<file path="src/design/frb_pkg.sv">
package frb_pkg;

    localparam int ENTRIES_DEF   = 8;
    localparam int MSG_BYTES_DEF = 64;

    localparam logic [7:0] MARKER = 8'd127;

    localparam logic [1:0] CMD_SAVE    = 2'd0;
    localparam logic [1:0] CMD_READ    = 2'd1;
    localparam logic [1:0] CMD_MISSING = 2'd2;
    localparam logic [1:0] CMD_UNUSED  = 2'd3;

    localparam logic [2:0] ST_STORED       = 3'd0;
    localparam logic [2:0] ST_COMPLETE     = 3'd1;
    localparam logic [2:0] ST_FULL         = 3'd2;
    localparam logic [2:0] ST_NOT_FOUND    = 3'd3;
    localparam logic [2:0] ST_NONE_MISSING = 3'd4;

    typedef enum logic [2:0] {
        EM_NONE,
        EM_STATUS,
        EM_SAVE,
        EM_BYTE,
        EM_MISS
    } emit_kind_t;

    typedef struct packed {
        logic       ld_item;
        logic       srch_step;
        logic       key_rd;
        logic       hit_take;
        logic       free_take;
        logic       fill_we;
        logic       save_commit;
        logic       msg_rd;
        logic       pos_clr;
        logic       pos_inc;
        logic       pos_step;
        logic       pend_set;
        logic       pend_clr;
        logic       valid_clr;
        emit_kind_t emit;
        logic [2:0] emit_code;
        logic       emit_last;
    } dp_cmd_t;

    typedef struct packed {
        logic [1:0] cmd;
        logic       hit;
        logic       idx_last;
        logic       free_any;
        logic       fill_last;
        logic       rd_last;
        logic       ms_go;
        logic       marker;
        logic       pend;
        logic       out_free;
    } dp_stat_t;

endpackage

</file>
<file path="src/design/frb_ctrl.sv">
module frb_ctrl (
    input  logic              clk,
    input  logic              rst_n,
    input  logic              in_valid,
    input  logic [1:0]        in_cmd,
    output logic              in_ready,
    input  frb_pkg::dp_stat_t stat,
    output frb_pkg::dp_cmd_t  ctl
);

    typedef enum logic [3:0] {
        S_IDLE,
        S_KRD,
        S_KCMP,
        S_FILL,
        S_WRITE,
        S_EMIT,
        S_RRD,
        S_RDATA,
        S_MCHK,
        S_MDATA,
        S_MEND
    } state_t;

    state_t     state_reg, state_next;
    logic [2:0] code_reg, code_next;

    always_ff @(posedge clk or negedge rst_n)
    begin
        if (!rst_n)
        begin
            state_reg <= S_IDLE;
            code_reg  <= frb_pkg::ST_STORED;
        end
        else
        begin
            state_reg <= state_next;
            code_reg  <= code_next;
        end
    end

    assign in_ready = (state_reg == S_IDLE);

    always_comb
    begin
        state_next = state_reg;
        code_next  = code_reg;
        ctl        = '0;
        ctl.emit   = frb_pkg::EM_NONE;
        case (state_reg)
            S_IDLE:
            begin
                if (in_valid)
                begin
                    ctl.ld_item = 1'b1;
                    if (in_cmd != frb_pkg::CMD_UNUSED)
                    begin
                        state_next = S_KRD;
                    end
                end
            end
            S_KRD:
            begin
                ctl.key_rd = 1'b1;
                state_next = S_KCMP;
            end
            S_KCMP:
            begin
                if (stat.hit)
                begin
                    ctl.hit_take = 1'b1;
                    ctl.pos_clr  = 1'b1;
                    ctl.pend_clr = 1'b1;
                    case (stat.cmd)
                        frb_pkg::CMD_SAVE: state_next = S_WRITE;
                        frb_pkg::CMD_READ: state_next = S_RRD;
                        default:           state_next = S_MCHK;
                    endcase
                end
                else if (stat.idx_last)
                begin
                    if (stat.cmd != frb_pkg::CMD_SAVE)
                    begin
                        code_next  = frb_pkg::ST_NOT_FOUND;
                        state_next = S_EMIT;
                    end
                    else if (stat.free_any)
                    begin
                        ctl.free_take = 1'b1;
                        state_next    = S_FILL;
                    end
                    else
                    begin
                        code_next  = frb_pkg::ST_FULL;
                        state_next = S_EMIT;
                    end
                end
                else
                begin
                    ctl.srch_step = 1'b1;
                    state_next    = S_KRD;
                end
            end
            S_FILL:
            begin
                ctl.fill_we = 1'b1;
                if (stat.fill_last)
                begin
                    state_next = S_WRITE;
                end
            end
            S_WRITE:
            begin
                if (stat.out_free)
                begin
                    ctl.save_commit = 1'b1;
                    ctl.emit        = frb_pkg::EM_SAVE;
                    state_next      = S_IDLE;
                end
            end
            S_EMIT:
            begin
                if (stat.out_free)
                begin
                    ctl.emit      = frb_pkg::EM_STATUS;
                    ctl.emit_code = code_reg;
                    state_next    = S_IDLE;
                end
            end
            S_RRD:
            begin
                ctl.msg_rd = 1'b1;
                state_next = S_RDATA;
            end
            S_RDATA:
            begin
                if (stat.out_free)
                begin
                    ctl.emit = frb_pkg::EM_BYTE;
                    if (stat.rd_last)
                    begin
                        ctl.valid_clr = 1'b1;
                        state_next    = S_IDLE;
                    end
                    else
                    begin
                        ctl.pos_inc = 1'b1;
                        state_next  = S_RRD;
                    end
                end
            end
            S_MCHK:
            begin
                if (stat.ms_go)
                begin
                    ctl.msg_rd = 1'b1;
                    state_next = S_MDATA;
                end
                else if (stat.pend)
                begin
                    state_next = S_MEND;
                end
                else
                begin
                    code_next  = frb_pkg::ST_NONE_MISSING;
                    state_next = S_EMIT;
                end
            end
            S_MDATA:
            begin
                if (!stat.marker)
                begin
                    ctl.pos_step = 1'b1;
                    state_next   = S_MCHK;
                end
                else if (!stat.pend)
                begin
                    ctl.pend_set = 1'b1;
                    ctl.pos_step = 1'b1;
                    state_next   = S_MCHK;
                end
                else if (stat.out_free)
                begin
                    ctl.emit     = frb_pkg::EM_MISS;
                    ctl.pend_set = 1'b1;
                    ctl.pos_step = 1'b1;
                    state_next   = S_MCHK;
                end
            end
            S_MEND:
            begin
                if (stat.out_free)
                begin
                    ctl.emit      = frb_pkg::EM_MISS;
                    ctl.emit_last = 1'b1;
                    state_next    = S_IDLE;
                end
            end
            default:
            begin
                state_next = S_IDLE;
            end
        endcase
    end

endmodule

</file>
<file path="config.mk">
export PLATFORM = sky130hd
export DESIGN_NAME = frb_ctrl
export DESIGN_NICKNAME = d
export VERILOG_FILES = /design/src/design/frb_pkg.sv /design/src/design/frb_ctrl.sv
export SDC_FILE = /design/constraint.sdc
export NUM_CORES = 1
export LEC_CHECK = 0
export BUFFER_PORTS_ARGS = -buffer_cell sky130_fd_sc_hd__clkbuf_2
export CAP_MARGIN = 20
export CORE_MARGIN = 10
export CORE_UTILIZATION = 28
export DETAILED_ROUTE_END_ITERATION = 10
export GPL_TIMING_DRIVEN = 0
export HOLD_SLACK_MARGIN = 0.12
export PLACE_DENSITY_LB_ADDON = 0.2
export SLEW_MARGIN = 20
export SYNTH_ARGS = -nofsm -noshare
export SYNTH_HDL_FRONTEND = slang
export SYNTH_SLANG_ARGS = --single-unit
</file>
<file path="constraint.sdc">
create_clock -name clk -period 2.17 [get_ports clk]
set_input_delay 0.1085 -clock clk [delete_from_list [all_inputs] [get_ports clk]]
set_output_delay 0.1085 -clock clk [all_outputs]
set_load 0.02 [all_outputs]
</file>
Yosys cells after proc, flatten, opt, wreduce, memory -nomap -nowiden
Index checks and enable logic that the tools add are counted.
{"block": "word_totals", "regBits": 7, "inputBits": 16, "word_cells": 93}
{"block": "op_classes", "n_mux": 61, "n_reduce_logical": 7, "n_eq_ne": 23}
{"cell": "$mux W4", "count": 13}
{"cell": "$mux W3", "count": 14}
{"cell": "$pmux W4 S9", "count": 1}
{"cell": "$mux W1", "count": 24}
{"cell": "$eq A4 B3 Y1 const B", "count": 4}
{"cell": "$ne A2 B2 Y1 const B", "count": 8}
{"cell": "$pmux W3 S5", "count": 1}
{"cell": "$eq A4 B4 Y1 const B", "count": 3}
{"cell": "$reduce_and A6 Y1", "count": 2}
{"cell": "$mux W2", "count": 5}
{"cell": "$eq A4 B2 Y1 const B", "count": 2}
{"cell": "$pmux W4 S2", "count": 1}
{"cell": "$pmux W3 S2", "count": 1}
{"cell": "$eq A4 B1 Y1 const B", "count": 1}
{"cell": "$logic_not A4 Y1", "count": 1}
{"cell": "$ne A2 B1 Y1 const B", "count": 2}
{"cell": "$ne A4 B4 Y1 const B", "count": 1}
{"cell": "$reduce_bool A2 Y1", "count": 2}
{"cell": "$ne A3 B3 Y1 const B", "count": 1}
{"cell": "$reduce_or A3 Y1", "count": 1}
{"cell": "$eq A2 B1 Y1 const B", "count": 1}
{"cell": "$logic_not A2 Y1", "count": 1}
{"cell": "$pmux W1 S2", "count": 1}

Longest topological paths before layout
{"block": "logic_depth", "ltp_word": 5, "mapped_depth": 6}

Least setup slack after synthesis
OpenSTA, ideal clock, no wires.
{"block": "synth_path", "path_kind": "register to register", "startpoint": "reg state_reg[2]", "endpoint": "reg state_reg[0]", "path_stages_with_launch": 5, "setup_slack_ns": 0.358, "arrival_ns": 1.687, "setup_ns": 0.125, "cell_sequence": "dfrtp_1 -> buf_2 -> nor4_2 -> a2111oi_4 -> mux2_2"}
{"item": "from (decl)", "line_no": "frb_ctrl.sv:25", "source": "state_t state_reg, state_next;"}
{"item": "from (signal assigned)", "line_no": "frb_ctrl.sv:37", "source": "state_reg <= state_next;"}
{"item": "$logic_not A4 Y1 (*)"}
{"item": "net in_ready", "line_no": "frb_ctrl.sv:6", "source": "output logic in_ready,"}
{"item": "$ne A2 B1 Y1 (no source line) or $ne A2 B2 Y1 (tied branches)"}
{"item": "$reduce_and A6 Y1 (no source line)"}
The timed path passes the listed nets; every way through them passes the cells marked *.
A chain may end at the register's enable or synchronous reset.

Worst setup path in the final report
{"block": "layout_path", "startpoint": "reg state_reg[1]", "endpoint": "reg state_reg[2]"}
{"block": "layout_via", "elab_chain_len": 4}
{"item": "$eq A4 B4 Y1 or $eq A4 B3 Y1 (tied branches)", "line_no": "frb_ctrl.sv:50", "source": "case (state_reg)"}
{"item": "$reduce_or A3 Y1 (no source line)"}
{"item": "$ne A2 B1 Y1 (no source line)"}
{"item": "$reduce_and A6 Y1 (no source line)"}
Parallel ways exist; a longest one is shown, timed or not.

==> run_results.csv <==
group,metric,value,unit
run_status,status,"complete, no violations",
setup_path,crit_path_max_fanout,8,
global_routing,antenna_found_initial,0,
cts,cts_buffer_depth,2,
final_layout,multiInputGateArea,518,um^2
final_layout,num-fill-cells,270,
setup_path,worstReg2RegStart,"state_reg[1]",
synth,synth_xor_area_share,0,%
drt,num_vias,834,
final_layout,seqCellArea,175,um^2
setup_path,path_class,"register to register",
floorplanning,design.die.area,5100,um^2
cts,tritoncts,"done",
final_layout,area_growth,35.0,%
pwr,finalPower,0.00101,W
drt,drc,0,
drt,route.met2.wl,1270,um
floorplanning,num_rows,18,
timing,min_period_over_period,91.8,%
place,pre_cts_ws,0.189,ns
synth,synth_compound_area_share,20.8,%
timing,rsz0062_at_grt,"false",
final_layout,n_antenna_cell,0,
synth,synthAdderAreaFrac,0,%
global_routing,overflow,0,
timing,final_max_slew_viol_count,0,
drt,drtAntennaViolNets,0,
synth,yosysSeqAreaShare,23.6,%
drt,drt_iter0_markers,31,
floorplanning,die-width,71.4,um
drt,wl_met3,154,um
final_layout,drive_above_1_share,39.1,%
synth,avgSynthCellArea,7.72,um^2
floorplanning,pin_count,38,
cts,cts-buffers-inserted,3,
synth,syn_inst,96,
timing,slew_headroom,69.3,%
synth,synthMuxAreaShare,7.26,%
drt,drt-total-wl,2360,um
floorplanning,die_y,71.4,um
pwr,leakage,0.484,nW
synth,synth_top_family_by_area,"simple AND/OR/NAND/NOR gates",
setup_path,cp-start-kind,"register",
synth,syn_nets,112,
flow_run,max-cap-violations,0,
floorplanning,coreArea,2500,um^2
cts,cts_resized,0,
cts,cts_hold_buf,1,
timing,hold_viol_final,0,
place,routabilityCongestion,0.873,
synth,synth_cell_types,36,
cts,post-cts-setup-buffers,0,
drt,avgViaCountPerCell,4.96,
place,dpl.hpwl,2020,um
synth,synth_edf_count,0,
setup_path,cp.arrival,2.12,ns
global_routing,grt_pass1_vias,880,
cts,clkLatencyLatePin,0.24,ns
synth,synth-simple-area-share,41.9,%
global_routing,grt_start_max_net_pins,11,
synth,async_flop_share,100,%
timing,worstMarginPinSlew,0.461,ns
drt,wl_met1,918,um
setup_path,critical_path_required,2.29,ns
place,place_inst,163,
timing,fmax,502,MHz
drt,highest-signal-layer,"met4",
drt,dr.pass1.iters,4,
synth,syn_area,741,um^2
global_routing,grt_pass1_wl,3950,um
floorplanning,initial_core_util,29.6,%
cts,clkTransAtPathRegs,0.05,ns
hold_path,hp-class,"primary input to async pin",
final_layout,mostFrequentLayoutCells,"38 x clkbuf_2, 13 x nor2_1, 10 x nand2_1",
final_layout,largest_reg_flops,4,
setup_path,cp-end-kind,"register",
cts,htreeDepth,1,
timing,setup_ws,0.178,ns
place,io_buffers,37,
timing,clock-skew-final,0.00166,ns
global_routing,track_usage,9.07,%
timing,period_minus_slack,1.99,ns
pwr,power_density,1010,nW/um^2
cts,root_buffer,"clkbuf_4",
final_layout,final_net_count,155,
final_layout,layout_commonest_cell,"clkbuf_2",
pwr,ir_drop,565,uV
final_layout,final_cells,168,
timing,setup_viol,0,
synth,yosysWarnings,0,
drt,wl_per_cell,14.0,um
timing,setup_tns,0,ns
synth,ys_ff_latch,7,
setup_path,cp-startpoint,"state_reg[1]",
cts,cts_sinks,7,
final_layout,finalCoreUtilization,40.0,%
synth,ys.flop_type,"dfrtp_1",
cell families after synthesis:
kind of cell	count (synthesis)
buffers and inverters	10
DFF	7
and+or+nand+nor	56
muxes	5
AOI/OAI and AO/OA	18
synth_stat cells, drive strengths merged, types with 2 or more instances:
master | count | area share [%]
clkbuf | 2 | 1.2
and2 | 3 | 2.5
dfrtp | 7 | 24
nor3 | 8 | 6.1
inv | 4 | 2.0
nor2b | 5 | 5.2
nand2b | 6 | 5.4
nand3 | 2 | 1.4
a21oi | 2 | 2.9
nor2 | 13 | 6.6
nand2 | 10 | 5.1
mux2 | 3 | 4.6
mux2i | 2 | 2.7
a22oi | 3 | 3.0
buf | 4 | 3.2
o2111ai | 2 | 2.4
or3 | 3 | 3.2
o21ai | 5 | 3.4
and3 | 3 | 2.5
area by class of cell:
cell class                 instances  share of cell area [%]
multi-input combinational         79                    51.8
timing repair buffer              38                    19.5
sequential                         7                    17.5
tap                               30                    3.75
buffer                             6                    3.25
clock buffer                       4                    2.63
inverter                           4                    1.50
through the flow:
stage                     hold slack (ns)  instance area [um^2]
after global placement            -0.0476                   963
after global routing                0.228                  1000
final                               0.225                  1000
after floorplan                    -0.187                   741
after CTS                           0.219                  1000
after detailed placement          -0.0481                   963
critical path, stage by stage (launching register included):
cell       delay (ns)
dfrtp_1          0.35
clkbuf_2         0.17
nor2b_4          0.16
a22oi_1          0.19
nor2_1           0.10
a2111oi_4        0.50
mux2_2           0.40
final timing paths:
| path | cells past startpoint | endpoint | slack [ns] |
|---|---|---|---|
| max | 6 | state_reg[2] | 0.18 |
| min | 2 | code_reg[0] | 0.22 |
| max reg2reg | 6 | state_reg[2] | 0.18 |
| min reg2reg | 1 | code_reg[1] | 0.49 |
| max in group asynchronous | 2 | state_reg[1] | 1.79 |
| min in group clk | 3 | code_reg[0] | 0.24 |
report_power, final:
group          internal (W)  switching, W
clock             0.0000699     0.0000437
combinational      0.000275      0.000388
sequential         0.000183     0.0000492
layer usage:
metal  GRT usage [%]  up-vias
met1            9.18      379
met5               0        -
met4            4.30        0
met3            1.79        2
li1                -      425
met2            17.2       28
No activity file was read; power rests on OpenSTA's default activity.
