### config.mk
export PLATFORM = sky130hd
export DESIGN_NAME = frb_dp
export DESIGN_NICKNAME = d
export VERILOG_FILES = /design/src/design/frb_pkg.sv /design/src/design/frb_ram.sv /design/src/design/frb_dp.sv
export SDC_FILE = /design/constraint.sdc
export NUM_CORES = 2
export LEC_CHECK = 0
export CAP_MARGIN = 15
export CORE_MARGIN = 3
export CORE_UTILIZATION = 40
export CTS_BUF_LIST = sky130_fd_sc_hd__clkbuf_4 sky130_fd_sc_hd__clkbuf_8 sky130_fd_sc_hd__clkbuf_16
export DETAILED_ROUTE_END_ITERATION = 8
export DONT_BUFFER_PORTS = 1
export PLACE_DENSITY_LB_ADDON = 0.08
export REMOVE_ABC_BUFFERS = 1
export SKIP_CTS_REPAIR_TIMING = 1
export SLEW_MARGIN = 20
export SYNTH_ARGS = -nofsm -noshare
export SYNTH_HDL_FRONTEND = slang
export SYNTH_MEMORY_MAX_BITS = 65536
export SYNTH_SLANG_ARGS = --single-unit
### constraint.sdc
create_clock -name clk -period 14.4 [get_ports clk]
set_input_delay 2.88 -clock clk [delete_from_list [all_inputs] [get_ports clk]]
set_output_delay 2.88 -clock clk [all_outputs]
set_load 0.02 [all_outputs]
### src/design/frb_pkg.sv
package frb_pkg;

    localparam int ENTRIES_DEF   = 8;
    localparam int MSG_BYTES_DEF = 64;

    localparam logic [7:0] MARKER = 8'd127;

    localparam logic [1:0] CMD_SAVE    = 2'd0;
    localparam logic [1:0] CMD_READ    = 2'd1;
    localparam logic [1:0] CMD_MISSING = 2'd2;
    localparam logic [1:0] CMD_UNUSED  = 2'd3;

    localparam logic [2:0] ST_STORED       = 3'd0;
    localparam logic [2:0] ST_COMPLETE     = 3'd1;
    localparam logic [2:0] ST_FULL         = 3'd2;
    localparam logic [2:0] ST_NOT_FOUND    = 3'd3;
    localparam logic [2:0] ST_NONE_MISSING = 3'd4;

    typedef enum logic [2:0] {
        EM_NONE,
        EM_STATUS,
        EM_SAVE,
        EM_BYTE,
        EM_MISS
    } emit_kind_t;

    typedef struct packed {
        logic       ld_item;
        logic       srch_step;
        logic       key_rd;
        logic       hit_take;
        logic       free_take;
        logic       fill_we;
        logic       save_commit;
        logic       msg_rd;
        logic       pos_clr;
        logic       pos_inc;
        logic       pos_step;
        logic       pend_set;
        logic       pend_clr;
        logic       valid_clr;
        emit_kind_t emit;
        logic [2:0] emit_code;
        logic       emit_last;
    } dp_cmd_t;

    typedef struct packed {
        logic [1:0] cmd;
        logic       hit;
        logic       idx_last;
        logic       free_any;
        logic       fill_last;
        logic       rd_last;
        logic       ms_go;
        logic       marker;
        logic       pend;
        logic       out_free;
    } dp_stat_t;

endpackage

### src/design/frb_ram.sv
module frb_ram #(
    parameter int WIDTH = 8,
    parameter int DEPTH = 16,
    parameter int AW    = (DEPTH > 1) ? $clog2(DEPTH) : 1
) (
    input  logic             clk,
    input  logic             we,
    input  logic [AW-1:0]    waddr,
    input  logic [WIDTH-1:0] wdata,
    input  logic             re,
    input  logic [AW-1:0]    raddr,
    output logic [WIDTH-1:0] rdata
);

    logic [WIDTH-1:0] mem_reg [DEPTH];
    logic [WIDTH-1:0] rdata_reg;

    always_ff @(posedge clk)
    begin
        if (we)
        begin
            mem_reg[waddr] <= wdata;
        end
        if (re)
        begin
            rdata_reg <= mem_reg[raddr];
        end
    end

    assign rdata = rdata_reg;

endmodule

### src/design/frb_dp.sv
module frb_dp #(
    parameter int ENTRIES   = frb_pkg::ENTRIES_DEF,
    parameter int MSG_BYTES = frb_pkg::MSG_BYTES_DEF
) (
    input  logic              clk,
    input  logic              rst_n,
    input  frb_pkg::dp_cmd_t  ctl,
    output frb_pkg::dp_stat_t stat,
    input  logic [1:0]        cmd,
    input  logic [7:0]        src_addr,
    input  logic [7:0]        dest_addr,
    input  logic [5:0]        byte_offset,
    input  logic [7:0]        data_byte,
    input  logic              piece_last,
    input  logic [6:0]        total_length,
    input  logic [6:0]        piece_stride,
    output logic              out_valid,
    input  logic              out_ready,
    output logic [2:0]        status,
    output logic [7:0]        out_byte,
    output logic [5:0]        missing_offset,
    output logic              run_last
);

    localparam int IW = (ENTRIES > 1) ? $clog2(ENTRIES) : 1;
    localparam int PW = $clog2(MSG_BYTES);
    localparam int MD = ENTRIES * MSG_BYTES;
    localparam int AW = (MD > 1) ? $clog2(MD) : 1;
    localparam logic [6:0] MB7 = 7'(MSG_BYTES);
    localparam logic [7:0] MB8 = 8'(MSG_BYTES);

    logic [1:0]  cmd_reg;
    logic [15:0] key_reg;
    logic [5:0]  off_reg;
    logic [7:0]  data_reg;
    logic        last_reg;
    logic [6:0]  total_reg;
    logic [6:0]  stride_reg;

    logic [IW-1:0] idx_reg, slot_reg, free_reg;
    logic          free_found_reg;
    logic [6:0]    count_reg;
    logic [PW-1:0] fill_reg;
    logic [7:0]    pos_reg;
    logic [5:0]    pend_off_reg;
    logic          pend_reg;
    logic [ENTRIES-1:0] valid_reg;

    logic          out_valid_reg, run_last_reg;
    logic [2:0]    status_reg;
    logic [7:0]    out_byte_reg;
    logic [5:0]    miss_reg;

    logic          run_last_next;
    logic [2:0]    status_next;
    logic [7:0]    out_byte_next;
    logic [5:0]    miss_next;

    logic [15:0]   key_q;
    logic [6:0]    count_q;
    logic [7:0]    msg_q;
    logic [6:0]    count_new;
    logic          idx_free;
    logic          off_in;
    logic [AW-1:0] base, msg_addr;
    logic [7:0]    stride_eff;

    assign idx_free   = !valid_reg[idx_reg];
    assign count_new  = (count_reg < MB7) ? count_reg + 7'd1 : count_reg;
    assign off_in     = ({1'b0, off_reg} < MB7);
    assign stride_eff = (stride_reg == 7'd0) ? 8'd1 : {1'b0, stride_reg};
    assign base       = AW'(slot_reg) * AW'(MSG_BYTES);

    always_comb
    begin
        if (ctl.fill_we)
        begin
            msg_addr = base + AW'(fill_reg);
        end
        else if (ctl.msg_rd)
        begin
            msg_addr = base + AW'(pos_reg);
        end
        else
        begin
            msg_addr = base + AW'(off_reg);
        end
    end

    frb_ram #(.WIDTH(16), .DEPTH(ENTRIES), .AW(IW)) u_key_ram (
        .clk   (clk),
        .we    (ctl.save_commit),
        .waddr (slot_reg),
        .wdata (key_reg),
        .re    (ctl.key_rd),
        .raddr (idx_reg),
        .rdata (key_q)
    );

    frb_ram #(.WIDTH(7), .DEPTH(ENTRIES), .AW(IW)) u_count_ram (
        .clk   (clk),
        .we    (ctl.save_commit),
        .waddr (slot_reg),
        .wdata (count_new),
        .re    (ctl.key_rd),
        .raddr (idx_reg),
        .rdata (count_q)
    );

    frb_ram #(.WIDTH(8), .DEPTH(MD), .AW(AW)) u_msg_ram (
        .clk   (clk),
        .we    (ctl.fill_we || (ctl.save_commit && off_in)),
        .waddr (msg_addr),
        .wdata (ctl.fill_we ? frb_pkg::MARKER : data_reg),
        .re    (ctl.msg_rd),
        .raddr (msg_addr),
        .rdata (msg_q)
    );

    always_ff @(posedge clk)
    begin
        if (ctl.ld_item)
        begin
            cmd_reg    <= cmd;
            key_reg    <= {src_addr, dest_addr};
            off_reg    <= byte_offset;
            data_reg   <= data_byte;
            last_reg   <= piece_last;
            total_reg  <= total_length;
            stride_reg <= piece_stride;
        end
        if (ctl.ld_item)
        begin
            idx_reg <= '0;
        end
        else if (ctl.srch_step)
        begin
            idx_reg <= idx_reg + IW'(1);
        end
        if (ctl.srch_step && idx_free && !free_found_reg)
        begin
            free_reg <= idx_reg;
        end
        if (ctl.hit_take)
        begin
            slot_reg  <= idx_reg;
            count_reg <= count_q;
        end
        else if (ctl.free_take)
        begin
            slot_reg  <= free_found_reg ? free_reg : idx_reg;
            count_reg <= 7'd0;
        end
        if (ctl.free_take)
        begin
            fill_reg <= '0;
        end
        else if (ctl.fill_we)
        begin
            fill_reg <= fill_reg + PW'(1);
        end
        if (ctl.pos_clr)
        begin
            pos_reg <= 8'd0;
        end
        else if (ctl.pos_inc)
        begin
            pos_reg <= pos_reg + 8'd1;
        end
        else if (ctl.pos_step)
        begin
            pos_reg <= pos_reg + stride_eff;
        end
        if (ctl.pend_set)
        begin
            pend_off_reg <= pos_reg[5:0];
        end
    end

    always_ff @(posedge clk or negedge rst_n)
    begin
        if (!rst_n)
        begin
            valid_reg      <= '0;
            free_found_reg <= 1'b0;
            pend_reg       <= 1'b0;
            out_valid_reg  <= 1'b0;
        end
        else
        begin
            if (ctl.ld_item)
            begin
                free_found_reg <= 1'b0;
            end
            else if (ctl.srch_step && idx_free)
            begin
                free_found_reg <= 1'b1;
            end
            if (ctl.save_commit)
            begin
                valid_reg[slot_reg] <= 1'b1;
            end
            else if (ctl.valid_clr)
            begin
                valid_reg[slot_reg] <= 1'b0;
            end
            if (ctl.pend_clr)
            begin
                pend_reg <= 1'b0;
            end
            else if (ctl.pend_set)
            begin
                pend_reg <= 1'b1;
            end
            if (ctl.emit != frb_pkg::EM_NONE)
            begin
                out_valid_reg <= 1'b1;
            end
            else if (out_ready)
            begin
                out_valid_reg <= 1'b0;
            end
        end
    end

    always_comb
    begin
        status_next   = frb_pkg::ST_STORED;
        out_byte_next = 8'd0;
        miss_next     = 6'd0;
        run_last_next = 1'b1;
        case (ctl.emit)
            frb_pkg::EM_STATUS:
            begin
                status_next = ctl.emit_code;
            end
            frb_pkg::EM_SAVE:
            begin
                if (last_reg && (count_new == total_reg))
                begin
                    status_next = frb_pkg::ST_COMPLETE;
                end
            end
            frb_pkg::EM_BYTE:
            begin
                out_byte_next = msg_q;
                run_last_next = stat.rd_last;
            end
            frb_pkg::EM_MISS:
            begin
                miss_next     = pend_off_reg;
                run_last_next = ctl.emit_last;
            end
            default:
            begin
                status_next = frb_pkg::ST_STORED;
            end
        endcase
    end

    always_ff @(posedge clk)
    begin
        if (ctl.emit != frb_pkg::EM_NONE)
        begin
            status_reg   <= status_next;
            out_byte_reg <= out_byte_next;
            miss_reg     <= miss_next;
            run_last_reg <= run_last_next;
        end
    end

    assign stat.cmd       = cmd_reg;
    assign stat.hit       = !idx_free && (key_q == key_reg);
    assign stat.idx_last  = (idx_reg == IW'(ENTRIES - 1));
    assign stat.free_any  = free_found_reg || idx_free;
    assign stat.fill_last = (fill_reg == PW'(MSG_BYTES - 1));
    assign stat.rd_last   = ((pos_reg + 8'd1) == {1'b0, count_reg});
    assign stat.ms_go     = (pos_reg < {1'b0, total_reg}) && (pos_reg < MB8);
    assign stat.marker    = (msg_q == frb_pkg::MARKER);
    assign stat.pend      = pend_reg;
    assign stat.out_free  = !out_valid_reg || out_ready;

    assign out_valid      = out_valid_reg;
    assign status         = status_reg;
    assign out_byte       = out_byte_reg;
    assign missing_offset = miss_reg;
    assign run_last       = run_last_reg;

endmodule

# Yosys cells after proc, flatten, opt, wreduce, memory -nomap -nowiden

Memories as Yosys holds them, arrays and structs flattened. A register that Yosys moved wholly into a read port is not among the register bits.
Index checks and enable logic that the tools add are counted.

Output and inout port bits: 30
RAM bits: 4280
Memories kept: 3
Input port bits: 71
Word-level logic and storage cells: 103
Register bits: 112

Multiplexer cells: 31
Reductions and logical operators: 20
Equality and inequality tests: 10
Bitwise gates (word level): 3
Add/sub/neg operators: 8
Magnitude comparators: 6

Memories:

| name                | words | bits a word | rd ports | clocked after Yosys merged registers in | write ports | RTL line      | source |
|---|---|---|---|---|---|---|---|
| u_msg_ram.mem_reg   | 512   | 8           | 1        | 1                                       | 1           | frb_ram.sv:15 | `logic [WIDTH-1:0] mem_reg [DEPTH];` |
| u_key_ram.mem_reg   | 8     | 16          | 1        | 1                                       | 1           | frb_ram.sv:15 |  |
| u_count_ram.mem_reg | 8     | 7           | 1        | 1                                       | 1           | frb_ram.sv:15 |  |

Operators by type and width:

| cell                | count |
|---|---|
| $mux 8              | 5 |
| $mux 7              | 4 |
| $add 9x6->9         | 2 |
| $mux 9              | 2 |
| $eq 16x16->1        | 1 |
| $mux 1              | 13 |
| $reduce_bool 2->1   | 6 |
| $add 9x8->9         | 1 |
| $mux 3              | 3 |
| $add 8x1->8 const B | 1 |
| $add 8x7->8         | 1 |
| $and 8x8->8         | 1 |
| $eq 8x7->1          | 1 |
| $eq 8x7->1 const B  | 1 |
| $lt 3x4->1 const B  | 2 |
| $lt 8x7->1          | 1 |
| $lt 8x7->1 const B  | 1 |
| $not 8->8           | 1 |
| $or 8x8->8          | 1 |
| $add 7x1->7 const B | 1 |
| $eq 7x7->1          | 1 |
| $logic_not 7->1     | 1 |
| $lt 7x7->1 const B  | 1 |
| $add 6x1->6 const B | 1 |
| other kinds (14)    | 25 |

# Longest topological paths before layout

Word-level depth: 8
Depth in mapped cells: 15
Depth with buffers taken out: 14

# By module

A second synthesis with hierarchy kept.

Cell total of the unflattened synthesis: 8806
Area total of the unflattened synthesis: 173392.5 sq um

Modules (own cells, without submodules):

| module                | area each (sq um) | seq. area each (sq um) | cells each | times used |
|---|---|---|---|---|
| frb_ram (u_msg_ram)   | 160007.2          | 123238.2               | 8030       | 1 |
| frb_dp                | 5495.3            | 3138.0                 | 461        | 1 |
| frb_ram (u_key_ram)   | 5454.0            | 4324.1                 | 214        | 1 |
| frb_ram (u_count_ram) | 2436.1            | 1891.8                 | 101        | 1 |

# Worst setup path before layout

OpenSTA, ideal clock, no wires.

Kind: input -> register
Start point: input port ctl[15] (netlist bit)
End point: memory u_msg_ram.mem_reg[0][7] (data pin)
Path buffers: 4
Arrival time: 15.984 ns
Required time: 11.677 ns
Cell stages on the path: 5
Library setup time: 2.723 ns
Path slack: -4.307 ns
Path through: buf_2 buf_2 clkbuf_1 clkbuf_1 nor2b_1

Cells in the longest elaborated chain, start to end: 1

RTL lines:

| element                | RTL line      | source |
|---|---|---|
| from (decl)            | frb_dp.sv:7   | `input frb_pkg::dp_cmd_t ctl,` |
| $mux 8                 | frb_dp.sv:114 | `.wdata (ctl.fill_we ? frb_pkg::MARKER : data_reg),` |
| via u_msg_ram.wdata[7] | frb_ram.sv:9  | `input logic [WIDTH-1:0] wdata,` |
| to (decl)              | frb_ram.sv:15 |  |

The timed path passes the listed nets, and every way through them passes these cells.

# Worst setup path after layout

Start point: input port ctl[13] (netlist bit)
End point: register u_msg_ram.rdata_reg[2] (netlist: u_msg_ram.rdata[2]), read port of u_msg_ram.mem_reg (data pin)

Cells in the longest elaborated chain, start to end: 2

RTL lines:

| element   | RTL line      | source |
|---|---|---|
| $mux 9    | frb_dp.sv:80  | `else if (ctl.msg_rd)` |
| $mux 9    | frb_dp.sv:76  | `if (ctl.fill_we)` |
| to (decl) | frb_ram.sv:16 | `logic [WIDTH-1:0] rdata_reg;` |

Parallel ways exist; a longest one is shown, timed or not.
A chain may end at the register's enable or synchronous reset.

==> flow_summary.html <==
<table>
<tr><th>Metric</th><th>Value</th></tr>
<tr><th colspan="2">Outcome</th></tr>
<tr><td>Outcome</td><td>finished clean</td></tr>
<tr><th colspan="2">Clock network</th></tr>
<tr><td>TritonCTS clock tree</td><td>yes</td></tr>
<tr><td>Number of CTS-inserted buffers</td><td>around 470</td></tr>
<tr><td>TritonCTS Sinks</td><td>about 4400</td></tr>
<tr><td>Clock slew seen by the registers of the worst setup and hold paths</td><td>about 0.060 ns</td></tr>
<tr><td>Clock Path Buffers</td><td>4</td></tr>
<tr><td>Maximum level of the CTS H-tree</td><td>5</td></tr>
<tr><td>Clock Root Buffer</td><td>clkbuf_16</td></tr>
<tr><td>Worst-Skew Late Latency</td><td>1.00 ns</td></tr>
<tr><th colspan="2">Synth</th></tr>
<tr><td>Post-Syn Instances</td><td>between 10000 and 15000</td></tr>
<tr><td>Area share of xor/xnor cells in the synthesized design</td><td>0.244%</td></tr>
<tr><td>Average size of a mapped cell</td><td>around 17 µm²</td></tr>
<tr><td>Share of cell area taken by muxes after synthesis</td><td>8.71%</td></tr>
<tr><td>Top cells by area in the synthesized netlist</td><td>edfxtp_1, mux4_2, nand2_1</td></tr>
<tr><td>Distinct cell type count of the synthesized netlist</td><td>between 50 and 60</td></tr>
<tr><td>Number of synthesis warnings</td><td>0</td></tr>
<tr><td>Yosys top cell area share</td><td>between 70 and 80%</td></tr>
<tr><td>Share of async-settable or async-resettable flops after synthesis</td><td>0.249%</td></tr>
<tr><td>Post-synth top flop</td><td>edfxtp_1</td></tr>
<tr><td>Dominant combinational cell family by area after synthesis</td><td>multiplexers</td></tr>
<tr><td>Post-Syn Area</td><td>~0.17 mm²</td></tr>
<tr><td>Part of the Yosys area used for sequential elements</td><td>77.1%</td></tr>
<tr><td>Total of flip-flops plus latches after synthesis</td><td>approximately 4400</td></tr>
<tr><td>Share of synthesized cell area in and, or, nand and nor gates</td><td>6.51%</td></tr>
<tr><td>Post-synthesis cell type with the largest combined area</td><td>edfxtp_1</td></tr>
<tr><td>Count of flip-flops with a built-in enable after synthesis</td><td>4395</td></tr>
<tr><td>Adder and majority cell fraction of the synthesized area</td><td>less than 1%</td></tr>
<tr><td>Post-synthesis compound-gate area fraction</td><td>5.53%</td></tr>
<tr><th colspan="2">Pwr</th></tr>
<tr><td>Power share of the clock group</td><td>between 40% and 50%</td></tr>
<tr><td>Maximum vdd ir drop</td><td>about 0.00012 V</td></tr>
<tr><td>Portion of total power attributed to sequential cells</td><td>about 50%</td></tr>
<tr><td>Net Sw Frac</td><td>a little under a quarter</td></tr>
<tr><td>Total power per unit cell area</td><td>between 100 and 150 mW/mm²</td></tr>
<tr><td>Cell Int Power</td><td>21.9 mW</td></tr>
<tr><td>Power, Total</td><td>between 20 and 30 mW</td></tr>
<tr><td>Total net switching power</td><td>slightly below 7 mW</td></tr>
<tr><td>Gate power share</td><td>~8.4%</td></tr>
<tr><td>Static Leakage</td><td>between 60 and 70 nW</td></tr>
<tr><th colspan="2">Critical path</th></tr>
<tr><td>Highest-delay cell along the critical path</td><td>buf_4</td></tr>
<tr><td>CP cell instances</td><td>mux2_4, o21a_4, buf_4, buf_12, buf_4, mux4_2, a22oi_1, and3_1, a31oi_1, nand4_1, nand4_1, nand4bb_1</td></tr>
<tr><td>End of the worst register-to-register path</td><td>u_msg_ram.rdata[2]$_DFFE_PP_</td></tr>
<tr><td>Worst reg-to-reg setup slack</td><td>8.09 ns</td></tr>
<tr><td>Crit path to</td><td>u_msg_ram.rdata[2]$_DFFE_PP_</td></tr>
<tr><td>Worst Setup SP</td><td>ctl[13]</td></tr>
<tr><td>Slowest Stage Delay on Critical Path</td><td>between 0.7 and 0.8 ns</td></tr>
<tr><td>Logic depth of the worst setup path including buffers</td><td>12</td></tr>
<tr><td>Launching point of the worst reg2reg path</td><td>pos_reg[0]$_SDFFE_PP0P_</td></tr>
<tr><td>Critical path launch point type</td><td>input port</td></tr>
<tr><td>Worst EP required</td><td>about 15 ns</td></tr>
<tr><td>Data arrival time at the worst-slack endpoint</td><td>~8.1 ns</td></tr>
<tr><td>Combined buffer and inverter count along the critical path</td><td>3</td></tr>
<tr><td>Worst setup path category</td><td>in -&gt; reg</td></tr>
<tr><td>Worst setup EP type</td><td>flop</td></tr>
<tr><td>Critical Path Fanout Max</td><td>just over 90</td></tr>
<tr><td>Count of cells along the worst register-to-register path</td><td>12</td></tr>
<tr><td>Largest delay share family, worst path</td><td>buffers and inverters</td></tr>
<tr><th colspan="2">Global route</th></tr>
<tr><td>Maximum number of pins on one net before global-route repair</td><td>around 200</td></tr>
<tr><td>Total overflow reported by the global router</td><td>0</td></tr>
<tr><td>Met2 routing resource usage after global routing</td><td>36.1%</td></tr>
<tr><td>Number of antenna violations at the first check in global routing</td><td>40</td></tr>
<tr><td>Grt peak-use layer</td><td>met2</td></tr>
<tr><td>Total routing usage reported by global routing</td><td>a little under a quarter</td></tr>
<tr><td>Fraction of met3 tracks used by global routing</td><td>under 10%</td></tr>
<tr><td>Number of global-route vias before repair</td><td>approximately 94000</td></tr>
<tr><td>Global-route track usage on met1</td><td>between 30% and 40%</td></tr>
<tr><td>First-pass GRT wire length</td><td>721 mm</td></tr>
<tr><th colspan="2">Finish</th></tr>
<tr><td>Number of nets at the end of the flow</td><td>10300</td></tr>
<tr><td>Post-route standard cell area excluding fillers</td><td>between 0.15 and 0.2 mm²</td></tr>
<tr><td>Synth-to-layout area growth</td><td>12.6%</td></tr>
<tr><td>Final Non-Filler Cells</td><td>16300</td></tr>
<tr><td>Final design utilization</td><td>about 45%</td></tr>
<tr><td>Fraction of layout instances using a drive strength above 1</td><td>between 10% and 20%</td></tr>
<tr><td>Largest register FFs</td><td>4096</td></tr>
<tr><th colspan="2">Timing</th></tr>
<tr><td>Least-Margin Pin Slew</td><td>~1.2 ns</td></tr>
<tr><td>Worst-case setup margin in the final layout</td><td>slightly above 7 ns</td></tr>
<tr><td>Final sum of negative setup slack</td><td>0 ns</td></tr>
<tr><td>Final hold slack</td><td>0.501 ns</td></tr>
<tr><td>Fin crit period</td><td>around 7.3 ns</td></tr>
<tr><td>Unrepaired setup endpoints after global routing</td><td>false</td></tr>
<tr><td>Maximum clock skew at final layout</td><td>roughly 0.070 ns</td></tr>
<tr><td>Slew margin rel.</td><td>a little under a fifth</td></tr>
<tr><td>Number of endpoints with negative hold slack in the final report</td><td>0</td></tr>
<tr><td>Fmax</td><td>about 140 MHz</td></tr>
<tr><td>Post-route clock period utilization</td><td>between 50% and 60%</td></tr>
<tr><td>Number of max-slew violations in the final report</td><td>0</td></tr>
<tr><td>Finish-stage setup viols</td><td>0</td></tr>
<tr><th colspan="2">Place</th></tr>
<tr><td>Cell area reported after detailed placement</td><td>between 0.15 and 0.2 mm²</td></tr>
<tr><td>Minimum setup slack after placement</td><td>between 5 and 6 ns</td></tr>
<tr><td>Routability-driven placement congestion ratio</td><td>approximately 0.79</td></tr>
<tr><td>Number of port buffers</td><td>0</td></tr>
<tr><td>Cell total after placement</td><td>between 15000 and 20000</td></tr>
<tr><td>Total half-perimeter wirelength after legalization and detailed placement</td><td>~290 mm</td></tr>
<tr><th colspan="2">Drt</th></tr>
<tr><td>Detailed-route vias per instance</td><td>roughly 5.8</td></tr>
<tr><td>Count of vias placed by the detailed router</td><td>93900</td></tr>
<tr><td>Drt wl/cell</td><td>31.3 µm</td></tr>
<tr><td>DRC violations left</td><td>0</td></tr>
<tr><td>Pre-Repair DR Iteration Count</td><td>8</td></tr>
<tr><td>Violation count after the first detailed-routing iteration</td><td>roughly 11000</td></tr>
<tr><td>Final ANT Viol Nets</td><td>0</td></tr>
<tr><td>Routed wire length</td><td>about 500 mm</td></tr>
<tr><th colspan="2">Job</th></tr>
<tr><td>Number of max-capacitance violations reported</td><td>0</td></tr>
<tr><th colspan="2">Floorplan</th></tr>
<tr><td>Area inside the core boundary</td><td>about 0.43 mm²</td></tr>
<tr><td>Die width</td><td>662 µm</td></tr>
<tr><td>Initial Util</td><td>between 40% and 50%</td></tr>
<tr><td>Die height</td><td>between 600 and 700 µm</td></tr>
<tr><td>Site Rows</td><td>240</td></tr>
<tr><td>I/O pins</td><td>between 100 and 150</td></tr>
<tr><td>Area enclosed by the die boundary</td><td>0.438 mm²</td></tr>
<tr><th colspan="2">Min path</th></tr>
<tr><td>Class of the tightest hold or removal check</td><td>reg -&gt; reg</td></tr>
<tr><td>Number of cells traversed by the worst hold path</td><td>2</td></tr>
</table>
-- routing by layer --
layer,share of wire (%),routed length (µm)
met5,0.0075,38
met4,2.7,13700
met3,6.8,34800
met2,47,238000
met1,44,222000
-- how the worst min path moves through the flow --
stage                             startpoint                       end  slack (ns)
global route        fill_reg[5]$_SDFFE_PP0P_  fill_reg[5]$_SDFFE_PP0P_        0.53
floorplan                               flop                      flop        0.47
CTS                 fill_reg[5]$_SDFFE_PP0P_  fill_reg[5]$_SDFFE_PP0P_        0.50
detailed placement  fill_reg[5]$_SDFFE_PP0P_  fill_reg[5]$_SDFFE_PP0P_        0.49
global placement    fill_reg[5]$_SDFFE_PP0P_  fill_reg[5]$_SDFFE_PP0P_        0.48
finish              fill_reg[5]$_SDFFE_PP0P_  fill_reg[5]$_SDFFE_PP0P_        0.50
-- logic make-up after synthesis --
group                    Yosys count
multiplexers                     697
adder cells (fa/ha/maj)           21
AO/OA/AOI/OAI                   1530
XOR/XNOR                          48
flip-flops                      4423
AND/OR/NAND/NOR                 2748
buffers and inverters            696
-- synth_stat cells, types with 15 or more instances --
master / count
o21ai_0: 28
xnor2_1: 19
buf_4: 21
and2_1: 32
nand2_1: 1690
mux4_2: 637
buf_2: 98
inv_1: 20
a31oi_1: 114
o22ai_1: 15
a221oi_1: 51
nand3_1: 265
xor2_1: 29
nor2_1: 591
buf_6: 35
edfxtp_1: 4395
buf_1: 109
o41ai_1: 17
a21oi_1: 846
a22oi_1: 215
mux2i_1: 30
mux2_2: 29
and3_1: 46
nand4_1: 64
ha_1: 19
clkbuf_1: 413
dfxtp_1: 17
a32oi_1: 189
-- worst reg2reg max path: cells and delay by family, from the launching register on --
kind | cells | cell delay [ns]
AO/OA/AOI/OAI | 3 | 0.85
multiplexers | 2 | 0.98
flip-flops | 1 | 0.79
AND/OR/NAND/NOR | 4 | 1.16
buffers and inverters | 3 | 2.28
-- power groups by stage --
stage / clock network [mW] / registers [mW] / logic [mW]
final: 12.0 / 14.4 / 2.42
after global placement: 0 / 14.7 / 2.43
after CTS: 12.2 / 14.4 / 2.45
after global routing: 12.7 / 14.4 / 2.58
after floorplan: 0 / 14.7 / 2.63
after detailed placement: 0 / 14.7 / 2.45
-- layout make-up --
cell class | count | area [µm²]
antenna | 20 | 50.0
clock buffer | 566 | 12700
clock inverter | 303 | 2580
fill | 37000 | 234000
inverter | 20 | 75.1
multi-input combinational | 5044 | 36800
sequential | 4423 | 133000
tap | 5687 | 7120
timing repair buffer | 201 | 1880
-- cells in the final DEF (no fill, tap or decap), types with 20 or more instances in the layout --
| master | n |
|---|---|
| xor2_1 | 29 |
| clkinv_2 | 96 |
| mux2i_1 | 30 |
| nor2_2 | 31 |
| a221oi_1 | 51 |
| nor2_1 | 552 |
| clkbuf_4 | 86 |
| bufinv_16 | 35 |
| inv_1 | 20 |
| mux2_2 | 29 |
| a32oi_1 | 189 |
| clkbuf_16 | 480 |
| diode_2 | 20 |
| nand4_1 | 64 |
| clkinv_1 | 127 |
| nand2_4 | 20 |
| a22oi_1 | 215 |
| and3_1 | 46 |
| a21oi_1 | 846 |
| and2_1 | 32 |
| buf_12 | 26 |
| nand3_1 | 265 |
| buf_4 | 172 |
| o21ai_0 | 28 |
| nand2_1 | 1666 |
| mux4_2 | 637 |
| a31oi_1 | 114 |
| edfxtp_1 | 4395 |
No activity file was read; power rests on OpenSTA's default activity.
